**src/hw/rtl/ascon_pkg.sv**
```systemverilog
// Shared types and constants for the Ascon AEAD engine.
`default_nettype none
package ascon_pkg;
   localparam logic [1:0] OP_START = 2'd0;
   localparam logic [1:0] OP_AD    = 2'd1;
   localparam logic [1:0] OP_MSG   = 2'd2;
   localparam logic [1:0] OP_FIN   = 2'd3;

   localparam logic [1:0] VAR_128  = 2'd0;
   localparam logic [1:0] VAR_128A = 2'd1;
   localparam logic [1:0] VAR_80PQ = 2'd2;

   localparam logic [63:0] IV_128   = 64'h80400c0600000000;
   localparam logic [63:0] IV_128A  = 64'h80800c0800000000;
   localparam logic [31:0] IV_80PQ  = 32'ha0400c06;
   localparam logic [7:0]  PAD_BYTE = 8'h80;

   // datapath commands
   localparam logic [2:0] CMD_NONE  = 3'd0;
   localparam logic [2:0] CMD_LOAD  = 3'd1; // load IV, key, nonce
   localparam logic [2:0] CMD_ROUND = 3'd2; // one permutation round
   localparam logic [2:0] CMD_KEYIN = 3'd3; // xor key into tail after init
   localparam logic [2:0] CMD_ABS   = 3'd4; // absorb AD block
   localparam logic [2:0] CMD_MSG   = 3'd5; // message block in/out
   localparam logic [2:0] CMD_PAD0  = 3'd6; // pad byte at position 0
   localparam logic [2:0] CMD_SEP   = 3'd7; // domain separator

   typedef struct packed {
      logic [2:0] cmd;
      logic [3:0] rnd;       // round index 0..11
      logic       pad_n;     // during ABS/MSG: add pad at n
      logic       fin_key;   // during SEP-less key xor before final
      logic       capture;   // capture result
   } ctrl_type;

   function automatic logic [63:0] top_mask(input logic [3:0] n);
      logic [63:0] m;
      m = '0;
      for (int i = 0; i < 8; i++)
         if (i < n) m[63-8*i -: 8] = 8'hff;
      return m;
   endfunction
endpackage
`default_nettype wire

```
**src/hw/rtl/ascon_datapath.sv**
```systemverilog
// Ascon sponge state, one round per cycle, block absorb and tag logic.
`default_nettype none
module ascon_datapath
   import ascon_pkg::*;
(
   input  wire logic         clock,
   input  wire logic         reset,
   input  wire ctrl_type     ctrl,
   input  wire logic [1:0]   variant,
   input  wire logic         direction,
   input  wire logic [31:0]  key_top,
   input  wire logic [63:0]  key_high,
   input  wire logic [63:0]  key_low,
   input  wire logic [63:0]  nonce_high,
   input  wire logic [63:0]  nonce_low,
   input  wire logic [63:0]  data_high,
   input  wire logic [63:0]  data_low,
   input  wire logic [4:0]   n_bytes,
   output logic [63:0]       res_high,
   output logic [63:0]       res_low,
   output logic              res_match
);
   logic [63:0] s_ff [5];
   logic [63:0] s_in [5];
   logic [63:0] o_high_ff, o_high_in, o_low_ff, o_low_in;
   logic        match_ff, match_in;

   logic pq, wide;
   logic [63:0] m0, m1, pad0, pad1, x0, x1, t0, t1;
   logic [63:0] a [5];
   logic [63:0] b [5];
   logic [63:0] c [5];
   logic [7:0]  rc;
   logic [4:0]  nlo;

   assign pq   = (variant == VAR_80PQ);
   assign wide = (variant == VAR_128A);

   always_comb begin
      nlo  = (n_bytes > 5'd8) ? 5'd8 : n_bytes;
      m0   = top_mask(nlo[3:0]);
      m1   = wide ? top_mask(n_bytes > 5'd8 ? 4'(n_bytes - 5'd8) : 4'd0) : 64'd0;
      pad0 = '0;
      pad1 = '0;
      if (n_bytes < 5'd8)
         pad0 = {PAD_BYTE, 56'd0} >> (8 * n_bytes[2:0]);
      else
         pad1 = {PAD_BYTE, 56'd0} >> (8 * n_bytes[2:0]);
   end

   // one round
   always_comb begin
      rc = {4'hf - ctrl.rnd, ctrl.rnd};
      a[0] = s_ff[0] ^ s_ff[4];
      a[1] = s_ff[1];
      a[2] = s_ff[2] ^ {56'd0, rc} ^ s_ff[1];
      a[3] = s_ff[3];
      a[4] = s_ff[4] ^ s_ff[3];
      for (int i = 0; i < 5; i++)
         b[i] = a[i] ^ (~a[(i+1)%5] & a[(i+2)%5]);
      b[1] = b[1] ^ b[0];
      b[0] = b[0] ^ b[4];
      b[3] = b[3] ^ b[2];
      b[2] = ~b[2];
      c[0] = b[0] ^ {b[0][18:0], b[0][63:19]} ^ {b[0][27:0], b[0][63:28]};
      c[1] = b[1] ^ {b[1][60:0], b[1][63:61]} ^ {b[1][38:0], b[1][63:39]};
      c[2] = b[2] ^ {b[2][0], b[2][63:1]} ^ {b[2][5:0], b[2][63:6]};
      c[3] = b[3] ^ {b[3][9:0], b[3][63:10]} ^ {b[3][16:0], b[3][63:17]};
      c[4] = b[4] ^ {b[4][6:0], b[4][63:7]} ^ {b[4][40:0], b[4][63:41]};
   end

   always_comb begin
      for (int i = 0; i < 5; i++) s_in[i] = s_ff[i];
      o_high_in = o_high_ff;
      o_low_in  = o_low_ff;
      match_in  = match_ff;
      x0 = s_ff[0] ^ (data_high & m0);
      x1 = s_ff[1] ^ (data_low & m1);
      t0 = s_ff[3] ^ key_high;
      t1 = s_ff[4] ^ key_low;
      case (ctrl.cmd)
         CMD_LOAD: begin
            s_in[0] = pq ? {IV_80PQ, key_top} : (wide ? IV_128A : IV_128);
            s_in[1] = key_high;
            s_in[2] = key_low;
            s_in[3] = nonce_high;
            s_in[4] = nonce_low;
         end
         CMD_ROUND: for (int i = 0; i < 5; i++) s_in[i] = c[i];
         CMD_KEYIN: begin
            if (pq) s_in[2] = s_ff[2] ^ {32'd0, key_top};
            s_in[3] = s_ff[3] ^ key_high;
            s_in[4] = s_ff[4] ^ key_low;
         end
         CMD_ABS: begin
            s_in[0] = x0 ^ (ctrl.pad_n ? pad0 : 64'd0);
            s_in[1] = (wide ? x1 : s_ff[1]) ^ (ctrl.pad_n ? pad1 : 64'd0);
         end
         CMD_MSG: begin
            o_high_in = (s_ff[0] ^ data_high) & m0;
            o_low_in  = (s_ff[1] ^ data_low) & m1;
            if (direction) begin
               s_in[0] = (s_ff[0] & ~m0) | (data_high & m0);
               s_in[1] = (s_ff[1] & ~m1) | (data_low & m1);
            end else begin
               s_in[0] = x0;
               s_in[1] = x1;
            end
            if (ctrl.pad_n) begin
               s_in[0] = s_in[0] ^ pad0;
               s_in[1] = s_in[1] ^ pad1;
            end
         end
         CMD_PAD0: s_in[0] = s_ff[0] ^ {PAD_BYTE, 56'd0};
         CMD_SEP:  s_in[4] = s_ff[4] ^ 64'd1;
         default: ;
      endcase
      if (ctrl.fin_key) begin
         if (pq) begin
            s_in[1] = s_ff[1] ^ {key_top, key_high[63:32]};
            s_in[2] = s_ff[2] ^ {key_high[31:0], key_low[63:32]};
            s_in[3] = s_ff[3] ^ {key_low[31:0], 32'd0};
         end else if (wide) begin
            s_in[2] = s_ff[2] ^ key_high;
            s_in[3] = s_ff[3] ^ key_low;
         end else begin
            s_in[1] = s_ff[1] ^ key_high;
            s_in[2] = s_ff[2] ^ key_low;
         end
      end
      if (ctrl.capture) begin
         o_high_in = t0;
         o_low_in  = t1;
         match_in  = direction && (t0 == data_high) && (t1 == data_low);
      end
   end

   always_ff @(posedge clock) begin
      if (reset) begin
         for (int i = 0; i < 5; i++) s_ff[i] <= '0;
      end else begin
         for (int i = 0; i < 5; i++) s_ff[i] <= s_in[i];
      end
      o_high_ff <= o_high_in;
      o_low_ff  <= o_low_in;
      match_ff  <= match_in;
   end

   assign res_high  = o_high_ff;
   assign res_low   = o_low_ff;
   assign res_match = match_ff;
endmodule
`default_nettype wire

```
**src/hw/rtl/ascon_control.sv**
```systemverilog
// Ascon sequencer: phase tracking and per-step datapath commands.
`default_nettype none
module ascon_control
   import ascon_pkg::*;
(
   input  wire logic        clock,
   input  wire logic        reset,
   input  wire logic        start,      // request accepted
   input  wire logic [1:0]  op,
   input  wire logic        last,
   input  wire logic [4:0]  n_bytes,
   input  wire logic        wide,
   output ctrl_type         ctrl,
   output logic             busy,
   output logic             done,       // pulse: result registered
   output logic             done_msg,
   output logic             done_fin,
   output logic             done_err
);
   // sequencer states
   localparam logic [3:0] S_IDLE  = 4'd0;
   localparam logic [3:0] S_LOAD  = 4'd1;
   localparam logic [3:0] S_RND   = 4'd2;
   localparam logic [3:0] S_KEYIN = 4'd3;
   localparam logic [3:0] S_PADA  = 4'd4;  // pending AD pad block
   localparam logic [3:0] S_SEP   = 4'd5;
   localparam logic [3:0] S_BLOCK = 4'd6;  // AD absorb or message xor
   localparam logic [3:0] S_PADM  = 4'd7;  // msg pad after full last block
   localparam logic [3:0] S_FPAD  = 4'd8;
   localparam logic [3:0] S_FKEY  = 4'd9;
   localparam logic [3:0] S_TAG   = 4'd10;
   localparam logic [3:0] S_DONE  = 4'd11;

   // after-rounds continuation
   localparam logic [2:0] K_KEYIN = 3'd0;
   localparam logic [2:0] K_DONE  = 3'd1;
   localparam logic [2:0] K_SEP   = 3'd2;
   localparam logic [2:0] K_PADM  = 3'd3;
   localparam logic [2:0] K_TAG   = 3'd4;

   localparam logic [2:0] PH_IDLE = 3'd0, PH_READY = 3'd1, PH_AD = 3'd2,
                          PH_AD_END = 3'd3, PH_MSG = 3'd4, PH_MSG_END = 3'd5;

   logic [3:0] state_ff, state_in;
   logic [3:0] rnd_ff, rnd_in;
   logic [2:0] next_ff, next_in;
   logic [2:0] phase_ff, phase_in;
   logic       pend_ff, pend_in;
   logic [1:0] op_ff, op_in;
   logic       last_ff, last_in;
   logic       full_ff, full_in;
   logic       err_ff, err_in;
   logic [3:0] drnd;
   logic       closing;

   assign drnd = wide ? 4'd4 : 4'd6;  // first round index of data run
   assign closing = (phase_ff == PH_READY) || (phase_ff == PH_AD_END);

   always_comb begin
      state_in = state_ff;
      rnd_in   = rnd_ff;
      next_in  = next_ff;
      phase_in = phase_ff;
      pend_in  = pend_ff;
      op_in    = op_ff;
      last_in  = last_ff;
      full_in  = full_ff;
      err_in   = err_ff;
      ctrl     = '0;
      ctrl.cmd = CMD_NONE;
      ctrl.rnd = rnd_ff;
      done     = 1'b0;
      case (state_ff)
         S_IDLE: if (start) begin
            op_in   = op;
            last_in = last;
            full_in = (n_bytes == (wide ? 5'd16 : 5'd8));
            err_in  = 1'b0;
            case (op)
               OP_START: state_in = S_LOAD;
               OP_AD: begin
                  if (phase_ff == PH_READY || phase_ff == PH_AD) state_in = S_BLOCK;
                  else begin err_in = 1'b1; state_in = S_DONE; end
               end
               OP_MSG: begin
                  if (closing) state_in = pend_ff ? S_PADA : S_SEP;
                  else if (phase_ff == PH_MSG) state_in = S_BLOCK;
                  else begin err_in = 1'b1; state_in = S_DONE; end
               end
               default: begin
                  if (closing) state_in = pend_ff ? S_PADA : S_SEP;
                  else if (phase_ff == PH_MSG_END) state_in = S_FKEY;
                  else begin err_in = 1'b1; state_in = S_DONE; end
               end
            endcase
         end
         S_LOAD: begin
            ctrl.cmd = CMD_LOAD;
            rnd_in   = 4'd0;
            next_in  = K_KEYIN;
            state_in = S_RND;
         end
         S_RND: begin
            ctrl.cmd = CMD_ROUND;
            rnd_in   = rnd_ff + 4'd1;
            if (rnd_ff == 4'd11) begin
               case (next_ff)
                  K_KEYIN: state_in = S_KEYIN;
                  K_SEP:   state_in = S_SEP;
                  K_PADM:  state_in = S_PADM;
                  K_TAG:   state_in = S_TAG;
                  default: state_in = S_DONE;
               endcase
            end
         end
         S_KEYIN: begin
            ctrl.cmd = CMD_KEYIN;
            phase_in = PH_READY;
            pend_in  = 1'b0;
            state_in = S_DONE;
         end
         S_PADA: begin
            ctrl.cmd = CMD_PAD0;
            pend_in  = 1'b0;
            rnd_in   = drnd;
            next_in  = K_SEP;
            state_in = S_RND;
         end
         S_SEP: begin
            ctrl.cmd = CMD_SEP;
            if (op_ff == OP_MSG) state_in = S_BLOCK;
            else state_in = S_FPAD;
         end
         S_BLOCK: begin
            rnd_in  = drnd;
            if (op_ff == OP_AD) begin
               ctrl.cmd   = CMD_ABS;
               ctrl.pad_n = last_ff && !full_ff;
               if (last_ff) begin
                  phase_in = PH_AD_END;
                  if (full_ff) pend_in = 1'b1;
               end else phase_in = PH_AD;
               next_in  = K_DONE;
               state_in = S_RND;
            end else begin
               ctrl.cmd   = CMD_MSG;
               ctrl.pad_n = last_ff && !full_ff;
               if (!last_ff) begin
                  phase_in = PH_MSG;
                  next_in  = K_DONE;
                  state_in = S_RND;
               end else begin
                  phase_in = PH_MSG_END;
                  if (full_ff) begin
                     next_in  = K_PADM;
                     state_in = S_RND;
                  end else state_in = S_DONE;
               end
            end
         end
         S_PADM: begin
            ctrl.cmd = CMD_PAD0;
            state_in = S_DONE;
         end
         S_FPAD: begin
            ctrl.cmd = CMD_PAD0;
            state_in = S_FKEY;
         end
         S_FKEY: begin
            ctrl.fin_key = 1'b1;
            rnd_in   = 4'd0;
            next_in  = K_TAG;
            state_in = S_RND;
         end
         S_TAG: begin
            ctrl.capture = 1'b1;
            phase_in = PH_IDLE;
            pend_in  = 1'b0;
            state_in = S_DONE;
         end
         S_DONE: begin
            done     = 1'b1;
            state_in = S_IDLE;
         end
         default: state_in = S_IDLE;
      endcase
   end

   assign busy     = (state_ff != S_IDLE);
   assign done_msg = (op_ff == OP_MSG) && !err_ff;
   assign done_fin = (op_ff == OP_FIN) && !err_ff;
   assign done_err = err_ff;

   always_ff @(posedge clock) begin
      if (reset) begin
         state_ff <= S_IDLE;
         phase_ff <= PH_IDLE;
         pend_ff  <= 1'b0;
         err_ff   <= 1'b0;
         op_ff    <= OP_START;
      end else begin
         state_ff <= state_in;
         phase_ff <= phase_in;
         pend_ff  <= pend_in;
         err_ff   <= err_in;
         op_ff    <= op_in;
      end
      rnd_ff  <= rnd_in;
      next_ff <= next_in;
      last_ff <= last_in;
      full_ff <= full_in;
   end
endmodule
`default_nettype wire

```
**src/hw/rtl/ascon_aead_engine.sv**
```systemverilog
// Ascon AEAD engine top level: CSR port, request/response handshake.
`default_nettype none
// Ascon-128/128a/80pq AEAD engine. One request at a time; the sponge
// permutation runs one round per cycle. A start request runs load, 12
// rounds, key xor and a done step; an AD block an absorb step and 6 or 8
// rounds. A message block runs the same rounds, but the last one runs none
// when partial and adds a padding step when full; a separator step comes
// first when it opens the message run, and a pad step with 6 or 8 rounds
// before that when a full last AD block left a padding block pending.
// Finalize runs key xor, 12 rounds and tag capture after a message run,
// adds separator and padding steps when it closes the AD part itself, and
// the pending padding block as well. The result sits in an output register
// until taken; once the engine is idle again, the next request is accepted
// no earlier than the cycle in which the result is taken.
module ascon_aead_engine
   import ascon_pkg::*;
(
   input  wire logic        clock,
   input  wire logic        reset,
   input  wire logic        req_valid,
   output logic             req_stall,
   input  wire logic [1:0]  req_op,
   input  wire logic [63:0] req_data_high,
   input  wire logic [63:0] req_data_low,
   input  wire logic [4:0]  req_byte_count,
   input  wire logic        req_last_block,
   output logic             rsp_valid,
   input  wire logic        rsp_stall,
   output logic [63:0]      rsp_out_high,
   output logic [63:0]      rsp_out_low,
   output logic [4:0]       rsp_out_count,
   output logic             rsp_is_tag,
   output logic             rsp_tag_match,
   output logic             rsp_order_error,
   input  wire logic        csr_psel,
   input  wire logic        csr_penable,
   input  wire logic        csr_pwrite,
   input  wire logic [5:0]  csr_paddr,
   input  wire logic [63:0] csr_pwdata,
   output logic [63:0]      csr_prdata,
   output logic             csr_pready
);
   localparam logic [2:0] R_VARIANT = 3'd0, R_DIR = 3'd1, R_KTOP = 3'd2,
      R_KHIGH = 3'd3, R_KLOW = 3'd4, R_NHIGH = 3'd5, R_NLOW = 3'd6;

   logic [1:0]  variant_ff;
   logic        dir_ff;
   logic [31:0] ktop_ff;
   logic [63:0] khigh_ff, klow_ff, nhigh_ff, nlow_ff;
   logic        wr;
   logic [2:0]  ridx;

   assign csr_pready = 1'b1;
   assign ridx = csr_paddr[5:3];
   assign wr = csr_psel && csr_penable && csr_pwrite && (csr_paddr[2:0] == 3'd0);

   always_ff @(posedge clock) begin
      if (reset) begin
         variant_ff <= '0; dir_ff <= 1'b0; ktop_ff <= '0;
         khigh_ff <= '0; klow_ff <= '0; nhigh_ff <= '0; nlow_ff <= '0;
      end else if (wr) begin
         case (ridx)
            R_VARIANT: variant_ff <= csr_pwdata[1:0];
            R_DIR:     dir_ff     <= csr_pwdata[0];
            R_KTOP:    ktop_ff    <= csr_pwdata[31:0];
            R_KHIGH:   khigh_ff   <= csr_pwdata;
            R_KLOW:    klow_ff    <= csr_pwdata;
            R_NHIGH:   nhigh_ff   <= csr_pwdata;
            R_NLOW:    nlow_ff    <= csr_pwdata;
            default: ;
         endcase
      end
   end

   always_comb begin
      case (ridx)
         R_VARIANT: csr_prdata = {62'd0, variant_ff};
         R_DIR:     csr_prdata = {63'd0, dir_ff};
         R_KTOP:    csr_prdata = {32'd0, ktop_ff};
         R_KHIGH:   csr_prdata = khigh_ff;
         R_KLOW:    csr_prdata = klow_ff;
         R_NHIGH:   csr_prdata = nhigh_ff;
         R_NLOW:    csr_prdata = nlow_ff;
         default:   csr_prdata = '0;
      endcase
   end

   // request capture
   logic        wide, busy, done, d_msg, d_fin, d_err, accept, match;
   logic [63:0] dh_ff, dl_ff, rh, rl;
   logic [4:0]  n_ff, n_now, rate;
   ctrl_type    ctrl;

   assign wide = (variant_ff == VAR_128A);
   assign rate = wide ? 5'd16 : 5'd8;
   assign n_now = req_last_block ? ((req_byte_count > rate) ? rate : req_byte_count) : rate;
   assign req_stall = busy || (rsp_valid && rsp_stall);
   assign accept = req_valid && !req_stall;

   always_ff @(posedge clock) begin
      if (accept) begin
         dh_ff   <= req_data_high;
         dl_ff   <= req_data_low;
         n_ff    <= n_now;
      end
   end

   ascon_control u_ctrl (
      .clock(clock), .reset(reset), .start(accept), .op(req_op),
      .last(req_last_block), .n_bytes(n_now), .wide(wide), .ctrl(ctrl),
      .busy(busy), .done(done), .done_msg(d_msg), .done_fin(d_fin),
      .done_err(d_err)
   );

   ascon_datapath u_dp (
      .clock(clock), .reset(reset), .ctrl(ctrl), .variant(variant_ff),
      .direction(dir_ff), .key_top(ktop_ff), .key_high(khigh_ff),
      .key_low(klow_ff), .nonce_high(nhigh_ff), .nonce_low(nlow_ff),
      .data_high(dh_ff), .data_low(dl_ff), .n_bytes(n_ff),
      .res_high(rh), .res_low(rl), .res_match(match)
   );

   // response register
   logic        rv_ff;
   logic [63:0] oh_ff, ol_ff;
   logic [4:0]  oc_ff;
   logic        tag_ff, tm_ff, oe_ff;

   always_ff @(posedge clock) begin
      if (reset) rv_ff <= 1'b0;
      else if (done) rv_ff <= 1'b1;
      else if (!rsp_stall) rv_ff <= 1'b0;
      if (done) begin
         oh_ff  <= (d_msg || d_fin) ? rh : 64'd0;
         ol_ff  <= (d_msg || d_fin) ? rl : 64'd0;
         oc_ff  <= d_fin ? 5'd16 : (d_msg ? n_ff : 5'd0);
         tag_ff <= d_fin;
         tm_ff  <= d_fin && match;
         oe_ff  <= d_err;
      end
   end

   assign rsp_valid       = rv_ff;
   assign rsp_out_high    = oh_ff;
   assign rsp_out_low     = ol_ff;
   assign rsp_out_count   = oc_ff;
   assign rsp_is_tag      = tag_ff;
   assign rsp_tag_match   = tm_ff;
   assign rsp_order_error = oe_ff;

`ifndef NO_ASSERTIONS
   a_no_accept_busy: assert property (@(posedge clock) disable iff (reset)
      busy |-> !accept) else $error("request accepted while busy");
   a_done_busy: assert property (@(posedge clock) disable iff (reset)
      done |-> busy) else $error("done outside a run");
   a_tag_flags: assert property (@(posedge clock) disable iff (reset)
      rsp_valid && rsp_tag_match |-> rsp_is_tag) else $error("match without tag");
   a_err_clean: assert property (@(posedge clock) disable iff (reset)
      rsp_valid && rsp_order_error |-> !rsp_is_tag && rsp_out_count == 5'd0)
      else $error("error response not clean");
`endif
endmodule
`default_nettype wire
```
**config.mk**
```make
export PLATFORM = sky130hd
export DESIGN_NAME = ascon_aead_engine
export DESIGN_NICKNAME = d
export VERILOG_FILES = /design/src/hw/rtl/ascon_pkg.sv /design/src/hw/rtl/ascon_datapath.sv /design/src/hw/rtl/ascon_control.sv /design/src/hw/rtl/ascon_aead_engine.sv
export SDC_FILE = /design/constraint.sdc
export NUM_CORES = 2
export LEC_CHECK = 0
export BUFFER_PORTS_ARGS = -buffer_cell sky130_fd_sc_hd__buf_4
export CAP_MARGIN = 15
export CORE_UTILIZATION = 40
export DETAILED_ROUTE_END_ITERATION = 10
export PLACE_DENSITY = 0.55
export RECOVER_POWER = 25
export REMOVE_ABC_BUFFERS = 1
export SLEW_MARGIN = 20
export SYNTH_ARGS = -nofsm -noshare
export SYNTH_HDL_FRONTEND = slang
export SYNTH_SLANG_ARGS = --single-unit
```
**constraint.sdc**
```tcl
create_clock -name clock -period 6.34 [get_ports clock]
set_input_delay 0.634 -clock clock [delete_from_list [all_inputs] [get_ports clock]]
set_output_delay 0.634 -clock clock [all_outputs]
set_load 0.1 [all_outputs]
```
Word-level counts from Yosys, hierarchy flattened
Memories as Yosys holds them, arrays and structs flattened. Index checks and enable logic that the tools add are counted.

Register bits after elaboration: 710. Memories: 1. Word-level logic and storage cells: 319. Input bits: 213. Latch bits: 0. Bits in writable memories: 320. Bits in read-only memories: 0.

Shift operators: 1. Reduce and logical (&&, ||, !) cells: 47. Add/sub/neg operators: 3. Multipliers: 0. Magnitude comparators: 19. Mux-type cells: 99. Bitwise gates (word level): 69. Divide/modulo/power cells: 0. Equal/unequal tests: 50.

Memory list: u_dp.s_ff (depth 5, width 64, read ports 5, clocked after memory_dff 0, wr ports 5, RTL line ascon_datapath.sv:23) `logic [63:0] s_ff [5];`.

Operators by type and width (count): bitwise XOR 64 bit (38); 2-to-1 mux 64 bit (20); bitwise AND 64 bit (11); NOT 64 bit (8); case mux 64 bit (4 select lines) (2); case mux 64 bit (7 select lines) (1); 2-to-1 mux 128 bit (3); 2-to-1 mux 192 bit (2); case mux 128 bit (3 select lines) (1); case mux 64 bit (5 select lines) (1); == test 64 bit (2); 2-to-1 mux 8 bit (16); bitwise OR 64 bit (2); >> shifter 64 x 6 -> 64 bit, first input constant (1); bitwise XOR 64 x 32 -> 64 bit (1); bitwise XOR 64 x 8 -> 64 bit (1); 2-to-1 mux 56 bit (1); 2-to-1 mux 4 bit (12); < comparator 3 x 4 -> 1 bit, first input constant (8); == test 3 bit, second input constant (10); case mux 4 bit (7 select lines) (1); == test 3 x 2 -> 1 bit, second input constant (8); case mux 4 bit (3 select lines) (2); 2-to-1 mux 1 bit (21); 43 further kinds (115).

Logic depth before layout (Yosys ltp)
Depth in word-level cells: 17. Depth in mapped cells: 12. Gate-level depth less buffers: 8.

Cells and area by module
From an unflattened synthesis, not the netlist that was laid out.

Cells, all modules: 8955. Area, all modules: 76871.2 µm².

By module, submodules not included: ascon_datapath (area an instance 52775.6 µm², instances 1, cells each 7055, seq. area each 10279.9 µm²); ascon_aead_engine (area an instance 22730.6 µm², instances 1, cells each 1734, seq. area each 13923.4 µm²); ascon_control (area an instance 1365.1 µm², instances 1, cells each 166, seq. area each 490.5 µm²).

Worst setup path before layout
No wires, ideal clock.

Path type: register to register. From: register u_ctrl.state_ff[0]. To: register u_dp.o_high_ff[0] (netlist: u_dp.res_high[0]) (enable). Arrival time: 3.832 ns. Slack: 1.400 ns. Period minus slack after synthesis: 4.940 ns. Cell stages (with the launch flop): 8. Setup time: 1.108 ns. Path buffers: 4. Path through: dfxtp_1 > buf_2 > nor2_1 > nand2_1 > clkbuf_1 > clkbuf_1 > clkbuf_1 > nand2_1.

Cells in the longest elaborated chain, start to end: 5. Elaborated cells between the ends (all ways): 14. Classes of those cells: eq/ne: 10; mux: 2; reduce/logical: 2.

RTL lines: start: declaration (RTL line ascon_control.sv:44) `logic [3:0] state_ff, state_in;`; start signal: assignment (RTL line ascon_control.sv:202) `state_ff <= state_in;`; == test 4 x 3 -> 1 bit or == test 4 bit (tied branches) (RTL line ascon_control.sv:73) `case (state_ff)`; OR reduction 3 bit (no source line); case mux 3 bit (6 select lines) (RTL line ascon_control.sv:73); == test 3 bit (RTL line ascon_datapath.sv:81) `case (ctrl.cmd)`; nonzero test 2 bit (no source line) (*); end signal: assignment (RTL line ascon_datapath.sv:144) `o_high_ff <= o_high_in;`; end: declaration (RTL line ascon_datapath.sv:25) `logic [63:0] o_high_ff, o_high_in, o_low_ff, o_low_in;`.

Mark *: on every way between the ends. The rest lies on a longest branch, timed or not. A chain may end at the register's enable or synchronous reset.

==> results.rst <==
.. list-table::
   :header-rows: 1

   * - Metric
     - Value
   * - Result of the run
     - finished, violations left
   * - Violated checks
     - capacitance limit, slew limit
   * - Number of enable flip-flop cells after synthesis
     - 407
   * - Highest clock frequency the design can meet
     - 208 MHz
   * - Global-route wire length before repair
     - 673 mm
   * - Total of flip-flops plus latches after synthesis
     - 1030
   * - Setup violation total in the final timing report
     - 0
   * - Netlist area before placement
     - 74300 sq um
   * - Kind of start point of the critical path
     - register
   * - Type of element capturing the critical path
     - register
   * - CP required
     - 7.01 ns
   * - Number of standard cells in the final layout excluding fillers
     - roughly 11000
   * - Final layout net count
     - between 9000 and 10000
   * - Post-cts resize count
     - 0
   * - Global-route usage over all layers
     - 53.5%
   * - Synth top area cells
     - dfxtp_1 (17%), edfxtp_1 (16%), xnor2_1 (11%)
   * - Combined buffer and inverter count along the critical path
     - 2
   * - First-pass DRT Iterations
     - 8
   * - WL/cell
     - 45.7 microns
   * - Number of I/O pins
     - 416
   * - Maximum number of pins on one net before global-route repair
     - about 150
   * - Clock tree from TritonCTS
     - built
   * - Worst-path clk slew
     - 0.07 ns
   * - Max Clock Skew
     - 0.0530 ns
   * - DRT Wirelength
     - 519 mm
   * - Max VDD drop
     - 0.000396 V
   * - Final core utilization
     - 47.2%
   * - Number of routed nets with antenna violations
     - 0
   * - Cell-by-cell trace of the critical path
     - inv_4, clkbuf_1, o21ai_0, o21ai_0, a22oi_1, a211oi_1, a211oi_1
   * - Slew margin rel.
     - -139%
   * - Class of the most critical setup path
     - register to register
   * - Family with the most delay on the worst path
     - buffers and inverters
   * - Primary flip-flop cell chosen by synthesis mapping
     - dfxtp_1
   * - Num Clock Sinks
     - 1030
   * - Leakage dissipation
     - between 30 and 40 nW
   * - Core Rows
     - between 150 and 200
   * - Area share of the leading cell type in the synthesized netlist
     - 16.8%
   * - Number of maximum-capacitance violations
     - 5
   * - Kind of path behind the tightest hold check
     - primary input to register
   * - Area of the die
     - 188000 sq um
   * - Cts bufs inserted
     - 121
   * - DR iter-0 viols
     - 14500
   * - Routability-driven placement congestion ratio
     - 1.17
   * - DRC violations left
     - 0
   * - Filler cell count in the final layout
     - 17800
   * - X dimension of the die
     - 433 microns
   * - Slew at the pin closest to its max-slew limit
     - 3.59 ns
   * - Seq/Total Area, Yosys
     - 33.2%
   * - Most used standard cells in the synthesized netlist
     - nand2_1 (994), xnor2_1 (958), clkbuf_1 (696), o21ai_0 (674), dfxtp_1 (623)
   * - Post-detailed-route via-to-cell ratio
     - approximately 7
   * - Initial cell density of the core
     - 40.4%
   * - RSZ-0062 raised after global routing
     - false
   * - Hold Fails Final Rpt
     - 0
   * - Fin crit period
     - 4.81 ns
   * - Clock Tree Buf Depth
     - 3
   * - Largest fanout of any net on the critical path
     - 30
   * - Post-CTS setup buffer count
     - 0
   * - Number of vias in the routed layout
     - approximately 79000
   * - Longest individual stage delay on the worst path
     - roughly 2.4 ns
   * - Cell with the most instances after synthesis
     - nand2_1
   * - Syn_area_per_cell
     - 8.71 sq um
   * - Netlist cell types
     - 94
   * - Insertion delay of the later-clocked pin in the worst-skew pair
     - 0.87 ns
   * - Cell at the root of the clock tree
     - clkbuf_16
   * - CP max-delay cell
     - clkbuf_1
   * - Port bufs
     - 414
   * - Antenna violations before repair
     - just under 70
   * - H-tree level count
     - 3
   * - Detailed-placement wirelength estimate
     - 390 mm
   * - Total power per unit cell area
     - 705 nW/um^2
   * - Number of pins with negative max-slew slack in the final report
     - 200
   * - Multi-input logic area
     - approximately 47000 sq um
   * - Remaining global-route overflow
     - 0
   * - Overall die height
     - 433 microns
   * - Synth async-reset ratio
     - 0%
   * - Total Power Consumption
     - a little over 0.06 W
   * - Number of global-route vias before repair
     - about 71000
   * - Endpoint arrival time on the critical path
     - 5.48 ns
   * - Yosys Warn Count
     - 0
   * - Synthesis-to-layout area growth
     - 16.7%
   * - Post-synthesis cell count
     - 8538
   * - Period utilization
     - roughly three quarters
   * - Cell count after placement
     - 10900
   * - Cell taking the most area after synthesis
     - dfxtp_1
   * - Register area
     - ~25000 sq um
   * - Layout cells sized above 1
     - 11.9%
   * - Core Region
     - around 180000 sq um
==> per-stage QoR <==
stage	TNS (ns)	hold slack [ns]	area [sq um]	setup WS (ns)
2_1_floorplan	-1584.92	0.435	71000	-5.35
4_1_cts	0	0.00797	87000	2.33
3_5_place_dp	0	0.458	81600	2.44
3_3_place_gp	0	0.454	81400	2.04
6_report	0	0.0542	86700	1.53
5_1_grt	0	0.0570	86600	1.66
==> metal layers <==
layer	track usage, %	wire (microns)	vias to the layer above
met2	73.1	202000	7184
met4	44.4	52800	42
li1	-	-	30900
met5	0	303	-
met1	64.5	188000	39100
met3	22.9	75900	2048
==> where the power goes <==
group	total (W)	switching (W)	internal, W
combinational	0.0436	0.0292	0.0144
clock	0.00762	0.00339	0.00424
sequential	0.00996	0.00191	0.00805
==> registers in the layout, summed over array words and instances, names as in the netlist, 3 cells and up <==
signal,cells
u_dp.s_ff,320
khigh_ff,64
dl_ff,64
u_ctrl.phase_ff,3
ktop_ff,32
u_ctrl.state_ff,4
n_ff,5
dh_ff,64
u_ctrl.next_ff,3
u_dp.res_low,64
u_dp.res_high,64
rsp_out_high,64
u_ctrl.rnd_ff,4
rsp_out_low,64
rsp_out_count,5
nlow_ff,64
klow_ff,64
nhigh_ff,64
==> cell families after synthesis <==
| group | count (synthesis) | share of synthesized area [%] |
|---|---|---|
| AO/OA/AOI/OAI | 2455 | 21.3 |
| XOR/XNOR | 1522 | 20.9 |
| adder cells (fa/ha/maj) | 197 | 3.10 |
| buffers and inverters | 1063 | 5.59 |
| flip-flops | 1030 | 33.2 |
| multiplexers | 298 | 4.02 |
| other | 1 | 0.00504 |
| AND/OR/NAND/NOR | 1972 | 11.9 |
==> final cells by class <==
cell class | instances | share of cell area, %
repair buffers | 920 | 8.20
flip-flops and latches | 1030 | 28.5
clock inverters | 80 | 0.991
multi-input cells | 6445 | 53.9
well taps | 2464 | 3.55
clock buffers | 152 | 3.80
diodes | 39 | 0.113
inverters | 220 | 0.962
==> worst min-delay path: cells and delay by family <==
kind            cells  cell delay [ns]
compound gates      1             0.05
buf+inv             1             0.12
simple gates        1             0.05
==> placed cells by master (no fill, tap or decap), types with 38 or more instances in the layout <==
master	Yosys	layout
a211oi_1	86	86
a21oi_1	601	598
a221o_1	61	61
a221oi_1	138	138
a22o_1	81	81
a22oi_1	180	180
a31oi_1	119	118
a32oi_1	41	41
and2_0	0	89
and2_1	176	83
buf_4	3	489
clkbuf_1	696	160
clkbuf_16	0	123
clkbuf_4	0	128
dfxtp_1	623	618
diode_2	0	39
dlygate4sd3_1	0	128
edfxtp_1	407	407
ha_1	132	132
inv_1	215	211
maj3_1	65	65
mux2i_1	295	292
nand2_1	994	982
nand2b_1	59	54
nand3_1	179	176
nor2_1	327	314
nor3_1	44	38
o211ai_1	68	68
o21a_1	38	38
o21ai_0	674	674
o221ai_1	44	44
o22ai_1	118	118
xnor2_1	958	877
xnor2_2	0	74
xnor3_1	146	146
xor2_1	406	398
==> path summary, 6_finish.rpt <==
kind,startpoint,depth (start not counted),slack (ns),endpoint
worst max register to register,u_ctrl.state_ff[0]$_SDFFE_PP0P_,7,1.53,u_dp.s_ff[0][227]$_SDFF_PP0_
worst min-delay path,csr_pwdata[58],3,0.05,khigh_ff[58]$_SDFFE_PP0P_
worst max-delay path,u_ctrl.state_ff[0]$_SDFFE_PP0P_,7,1.53,u_dp.s_ff[0][227]$_SDFF_PP0_
worst min register to register,nhigh_ff[5]$_SDFFE_PP0P_,2,0.47,nhigh_ff[5]$_SDFFE_PP0P_
==> repair_timing <==
item / 4_1_cts / 5_1_grt
endpoints found under the hold margin: 128 / 0
setup endpoints to repair: 0 / 0
hold buffers: 128 / 0
(Power assumes the default switching activity.)
